$ cat src/rtl/fca_pkg.sv
// Package with the shared constants, codes and control types of the chain allocator.
`timescale 1ns / 1ps
package fca_pkg;
  localparam int SECTORS = 1024;
  localparam int AW = 10;
  localparam int CW = 11;
  localparam int LW = 11;
  localparam logic [LW-1:0] END_LINK = 11'h7FF;

  localparam logic [2:0] OP_INIT = 3'd0;
  localparam logic [2:0] OP_ALLOC = 3'd1;
  localparam logic [2:0] OP_NEXT = 3'd2;
  localparam logic [2:0] OP_SET = 3'd3;
  localparam logic [2:0] OP_FREE = 3'd4;

  localparam logic [1:0] ST_OK = 2'd0;
  localparam logic [1:0] ST_NOSPACE = 2'd1;
  localparam logic [1:0] ST_BUSY = 2'd2;

  typedef enum logic [2:0] {
    S_CLEAR_RST, S_CLEAR_INIT, S_IDLE, S_EXEC, S_SCAN, S_SCHK, S_ENDW, S_FIN
  } state_t;

  typedef struct packed {
    logic in_ready;
    logic item_load;
    logic clr_begin;
    logic clr_step;
    logic clr_end;
    logic alloc_start;
    logic scan_take;
    logic scan_inc;
    logic end_link;
    logic set_do;
    logic free_do;
    logic next_cap;
    logic status_we;
    logic [1:0] status_val;
    logic out_load;
  } cmd_t;

  typedef struct packed {
    logic in_valid;
    logic [2:0] op;
    logic busy_rd;
    logic count_zero;
    logic count_one;
    logic count_gt_free;
    logic left_two;
    logic scan_last;
    logic clr_last;
    logic out_full;
  } stat_t;
endpackage

$ cat src/rtl/fca_ctrl.sv
// Controller state machine that sequences every operation of the allocator.
`timescale 1ns / 1ps
module fca_ctrl import fca_pkg::*; (
  input  logic  clk,
  input  logic  rst,
  input  stat_t st,
  output cmd_t  cmd
);
  state_t state, state_next;

  always_ff @(posedge clk) begin
    if (rst) begin
      state <= S_CLEAR_RST;
    end else begin
      state <= state_next;
    end
  end

  always_comb begin
    cmd = '0;
    state_next = state;
    unique case (state)
      S_CLEAR_RST, S_CLEAR_INIT: begin
        cmd.clr_step = 1'b1;
        if (st.clr_last) begin
          cmd.clr_end = 1'b1;
          state_next = (state == S_CLEAR_INIT) ? S_FIN : S_IDLE;
        end
      end
      S_IDLE: begin
        cmd.in_ready = 1'b1;
        if (st.in_valid) begin
          cmd.item_load = 1'b1;
          state_next = S_EXEC;
        end
      end
      S_EXEC: begin
        state_next = S_FIN;
        unique case (st.op)
          OP_INIT: begin
            cmd.clr_begin = 1'b1;
            state_next = S_CLEAR_INIT;
          end
          OP_ALLOC: begin
            priority if (st.busy_rd) begin
              cmd.status_we = 1'b1;
              cmd.status_val = ST_BUSY;
            end else if (st.count_gt_free) begin
              cmd.status_we = 1'b1;
              cmd.status_val = ST_NOSPACE;
            end else if (!st.count_zero) begin
              cmd.alloc_start = 1'b1;
              if (st.count_one) begin
                cmd.end_link = 1'b1;
              end else begin
                state_next = S_SCAN;
              end
            end
          end
          OP_NEXT: cmd.next_cap = 1'b1;
          OP_SET: cmd.set_do = 1'b1;
          OP_FREE: cmd.free_do = 1'b1;
          default: ;
        endcase
      end
      S_SCAN: state_next = S_SCHK;
      S_SCHK: begin
        if (!st.busy_rd) begin
          cmd.scan_take = 1'b1;
          cmd.scan_inc = 1'b1;
          state_next = (st.left_two || st.scan_last) ? S_ENDW : S_SCAN;
        end else if (st.scan_last) begin
          state_next = S_ENDW;
        end else begin
          cmd.scan_inc = 1'b1;
          state_next = S_SCAN;
        end
      end
      S_ENDW: begin
        cmd.end_link = 1'b1;
        state_next = S_FIN;
      end
      S_FIN: begin
        if (!st.out_full) begin
          cmd.out_load = 1'b1;
          state_next = S_IDLE;
        end
      end
      default: state_next = S_IDLE;
    endcase
  end
endmodule

$ cat config.mk
export PLATFORM = sky130hd
export DESIGN_NAME = fca_ctrl
export DESIGN_NICKNAME = d
export VERILOG_FILES = /design/src/rtl/fca_pkg.sv /design/src/rtl/fca_ctrl.sv
export SDC_FILE = /design/constraint.sdc
export NUM_CORES = 1
export LEC_CHECK = 0
export BUFFER_PORTS_ARGS = -buffer_cell sky130_fd_sc_hd__buf_2
export CAP_MARGIN = 10
export CORE_AREA = 4 4 41 43
export CTS_CLUSTER_SIZE = 16
export DETAILED_ROUTE_END_ITERATION = 16
export DIE_AREA = 0 0 45 47
export GPL_TIMING_DRIVEN = 0
export PLACE_DENSITY = 0.7
export SETUP_SLACK_MARGIN = 0.1
export SLEW_MARGIN = 10
export SYNTH_ARGS = -nofsm -noshare
export SYNTH_HDL_FRONTEND = slang
export SYNTH_SLANG_ARGS = --single-unit
$ cat constraint.sdc
create_clock -name clk -period 1.7 [get_ports clk]
set_input_delay 0 -clock clk [delete_from_list [all_inputs] [get_ports clk]]
set_output_delay 0 -clock clk [all_outputs]
set_load 0.05 [all_outputs]
Yosys cells after proc, flatten, opt, wreduce, memory -nomap -nowiden --
Cells that the tools add are included.
Word-level totals: memory bits (read-only) 0, memories kept 0, output and inout bits 16, flip-flop bits (word level) 3, memory bits (writable) 0, latch bits 0, word-level logic and storage cells 63
Cells by class: $mul 0, bitwise operators 0, equal/unequal tests 14, $add $sub $neg 0, reduce and logical (&&, ||, !) cells 5, shift operators 0, multiplexer cells 43, divide/modulo/power cells 0, order comparisons 0
Operators by type and width (count):
- two-way mux 3 bit | 11
- two-way mux 1 bit | 22
- one-hot mux 3 bit (7 select lines) | 1
- equality test 3 bit (second input constant) | 5
- equality test 3 x 2 -> 1 bit (second input constant) | 4
- two-way mux 2 bit | 6
- equality test 3 x 1 -> 1 bit (second input constant) | 2
- zero test 3 bit | 2
- two-way mux 6 bit | 1
- inequality test 2 bit (second input constant) | 3
- one-hot mux 3 bit (2 select lines) | 1
- AND reduction 3 bit | 1
- one-hot mux 1 bit (2 select lines) | 1
- OR reduction 2 bit | 1
- logical OR 1 bit | 1

Longest topological paths before layout --
word-level depth 6, gate-level depth with buffers 5, mapped depth without buffers 4

Worst setup path after synthesis --
OpenSTA, ideal clock, no wires.
path type flip-flop to output port, start point reg state[1], end point out cmd[14] (netlist name), data arrival time 2394 ps, buffers on the path 1, stages on the path, launching flop included 4, path slack -694 ps, path through dfxtp_1 -> clkbuf_1 -> nor3b_1 -> and2_1
RTL lines:
- start, declared | RTL line fca_ctrl.sv:9 | state_t state, state_next;
- start signal, assigned | RTL line fca_ctrl.sv:15 | state <= state_next;
- end, declared | RTL line fca_ctrl.sv:7 | output cmd_t cmd

==> results.md <==
Synth:
- The most common cell in the synthesized netlist is sky130_fd_sc_hd__nor2_1.
- Counting instances in the post-synthesis netlist gives the leading cell types as 7 x sky130_fd_sc_hd__nor2_1, 6 x sky130_fd_sc_hd__nor3_1, 3 x sky130_fd_sc_hd__dfxtp_1, 3 x sky130_fd_sc_hd__nand2_1, 3 x sky130_fd_sc_hd__nor2b_1.
- After technology mapping, the gate count stands at 52.
- The number of nets produced by synthesis is 66.
- After synthesis, the cell types taking the most area are sky130_fd_sc_hd__dfxtp_1 16%, sky130_fd_sc_hd__nor3_1 8.0%, sky130_fd_sc_hd__nor2_1 7.0%, sky130_fd_sc_hd__nor2b_1 5.0%, sky130_fd_sc_hd__nor4b_1 4.7%.
- The cell area after synthesis is 375 µm².
- The count of unique library cells instantiated by Yosys is 28.
- After synthesis, flip-flops and latches occupy approximately 16% of the total area.
- After synthesis, the mean cell area works out to around 7.2 µm².
- Synthesis inferred 3 register bits.
- Yosys mapped a number of flops with a built-in enable equal to 0.
- For this run, the number of Yosys warnings is 0.
- The area fraction of the dominant cell type after synthesis is between 10% and 20%.
- The synthesized design spends more area on one cell type than any other, namely sky130_fd_sc_hd__dfxtp_1.
- The most used flip-flop cell after synthesis is sky130_fd_sc_hd__dfxtp_1.
- Counting flops with an async set or reset pin after synthesis yields a share of 0%.

Global routing:
- The number of global-route vias before repair came to 407.
- Global routing used 10.3% of the available tracks.
- Entering global routing, the biggest net connects 11 pins.
- The wire length of the first global-routing pass is around 1600 µm.
- The remaining global-route overflow is 0.
- The number of antenna violations at the first check in global routing is 0.

Clock tree:
- Buffers inserted during clock tree synthesis total 3.
- The clock sink count is 3.
- The level count of the clock H-tree is 1.
- The maximum buffer depth of the clock tree is 2.
- The clock network latency to the later pin of the worst-skew pair is between 0.2 and 0.25 ns.
- TritonCTS built the clock tree.
- The clock transition at the register clock pins on the worst setup and hold paths after CTS is about 0.040 ns.
- The cell sitting at the root of the clock tree is a sky130_fd_sc_hd__clkbuf_4.

Final layout:
- The number of non-filler instances in the completed layout is a little over 100.
- Measured on the finished design, the core utilization comes to between 40% and 50%.
- The number of nets in the final layout is around 100.
- Ranked by flip-flop count, first place goes to state.
- Compared with the post-synthesis result, the final layout area differs by 70.3%.
- In the final layout, the registers with the most flip-flops are state: 3 flops.
- The register with the most flip-flops in the layout has 3 of them.
- The repair_antennas step left the layout with diodes totalling 0.
- The fraction of layout cells with a size suffix above 1 is 53.5%.
- The final design area excluding fillers is 639 µm².

Floorplanning:
- The core area is 1300 µm².
- The initial cell density of the core is between 20% and 30%.
- The floorplan step defined a die boundary enclosing 2120 µm².
- The height of the die is around 47 µm.
- In this run the horizontal extent of the chip is 45 µm.
- Row generation in the floorplan step produced 13 rows.
- The number of placed I/O pins is 30.

Route:
- The first detailed-routing pass took 4 iterations.
- The top metal layer carrying routed signals is met3.
- The total vias in the final route is approximately 480.
- The post-detailed-routing wire length is ~1000 µm.
- Detailed routing placed a total of about 480 µm of wire on met2.
- After detailed routing, the met3 layer carries 109 µm of wire.
- After detailed routing, the number of remaining DRC violations is 0.
- Once detail routing completed, the nets flagged for antenna violations numbered 0.
- The post-detailed-route via-to-cell ratio is roughly 4.8.
- The first routing iteration left 4 violations.
- In the final routed layout, each cell accounts on average for ~10 µm.
- The detailed router put a total of between 400 and 500 µm of wire on met1.

Place:
- The pre-CTS setup slack is roughly 0.24 ns.
- After detailed placement, the design holds a cell count of between 90 and 100.
- After detailed placement, the total cell area comes to 577 µm².
- Routability-driven placement finished with a final weighted congestion of 0.709.
- In this run the tool buffered the top-level ports with 29 buffer cells.
- The detailed placer's ending HPWL is between 800 and 900 µm.

Worst setup path:
- The setup path with the least slack is of type reg -> out.
- The highest fanout seen on the critical path is 8.
- The kind of start point of the critical path is a register.
- The most critical setup path has its startpoint at state[0].
- The kind of capture point of the worst setup path is an output port.
- The startpoint identified for the worst register-to-register timing path is state[0].
- The data required time at the worst endpoint is 1.70 ns.
- At the worst endpoint, the arrival time is between 1.5 and 2 ns.

STA:
- The normalized max-slew margin is between 80% and 90%.
- The final critical-path setup slack is 0.177 ns.
- The number of max-slew violations in the final report is 0.
- The number of hold violations in the final report is 0.
- Derived from the worst setup path, the maximum achievable clock frequency is about 660 MHz.
- The setup skew after layout is a little over 0.004 ns.
- Counting I/O delays and the setup requirement, the final critical path takes ~1.5 ns.
- After layout, the worst path uses around nine tenths of the clock period.
- Setup violations remaining at the end of the flow were counted as 0.
- For the pin with the worst max-slew slack, the measured transition is approximately 0.28 ns.
- Setup repair after global routing left no endpoint under its margin.

Power and ir drop:
- The areal power density over the cells is 799 nW/µm².
- The worst ir drop on vdd is between 0.0003 and 0.0004 V.
- The static leakage power is ~0.32 nW.

Job:
- The number of max-cap violations is 0.

Hold path:
- The path type of the worst min-delay path is in -> reg.
- The worst hold path begins at st[1].

Status:
- The flow ran to the end, and the final reports show no timing, DRC or antenna violations.
[logic make-up after synthesis]
kind of cell              synth area share, %
AOI/OAI and AO/OA                        16.0
and+or+nand+nor                          59.3
DFF                                      16.0
xor gates and xnor gates                 2.33
buffers and inverters                    6.33
[power breakdown]
| group | internal (W) | switching, W | leakage (nW) | total (W) |
|---|---|---|---|---|
| Combinational | 0.000102 | 0.000187 | 0.283 | 0.000289 |
| Sequential | 0.0000855 | 0.0000106 | 0.0248 | 0.0000961 |
| Clock | 0.0000880 | 0.0000376 | 0.0150 | 0.000126 |
[layer usage]
metal  vias to the layer above  global-route usage, %
li1                        254                      -
met1                       205                   11.6
met2                        22                   18.1
met3                         0                   2.68
met4                         0                   5.26
met5                         -                      0
[placed cells by master, fill, tap and decap left out, types with 3 or more instances in the layout]
cell                       netlist  routed
sky130_fd_sc_hd__clkbuf_4        0       3
sky130_fd_sc_hd__buf_2           1      28
sky130_fd_sc_hd__buf_6           0       3
sky130_fd_sc_hd__dfxtp_1         3       3
sky130_fd_sc_hd__nor3b_2         1       3
sky130_fd_sc_hd__nor2_1          7       7
sky130_fd_sc_hd__nor3_1          6       6
sky130_fd_sc_hd__nor2b_1         3       3
sky130_fd_sc_hd__nand2_1         3       3
[critical path: stages (launching register included)]
cell                        delay [ns]
sky130_fd_sc_hd__dfxtp_1          0.32
sky130_fd_sc_hd__buf_6            0.14
sky130_fd_sc_hd__nand3b_4         0.13
sky130_fd_sc_hd__or2_4            0.31
sky130_fd_sc_hd__nor2_4           0.12
sky130_fd_sc_hd__o2bb2ai_2        0.11
sky130_fd_sc_hd__buf_6            0.17
[what timing repair did]
item | in CTS | in global routing
resized for setup | 4 | 4
hold buffers | 1 | 0
gates cloned | 0 | 0
endpoints found under the setup margin | 4 | 3
endpoints found under the hold margin | 3 | 0
setup buffers | 0 | 0
[per-stage QoR]
stage,hold WS (ns),setup TNS [ns],total power [W]
CTS,0.111,0,0.000517
global route,0.132,0,0.000547
global placement,0.213,0,0.000370
detailed placement,0.213,0,0.000372
finish,0.122,0,0.000511
floorplan,0.0666,-0.299,0.000307
[cell type report]
class	count	area, µm²
inverters	2	7.51
flip-flops and latches	3	60.1
plain buffers	3	21.3
fillers	152	662
multi-input cells	44	338
well taps	15	18.8
clock buffers	4	26.3
repair buffers	30	168
[path summary, 6_finish.rpt]
check	depth (start not counted)	endpoint	slack, ns
max	6	cmd[7]	0.18
min	3	state[1]	0.12
max reg2reg	4	state[1]	0.43
min reg2reg	3	state[1]	0.68
Note: power is estimated with default switching activity, not from simulation.
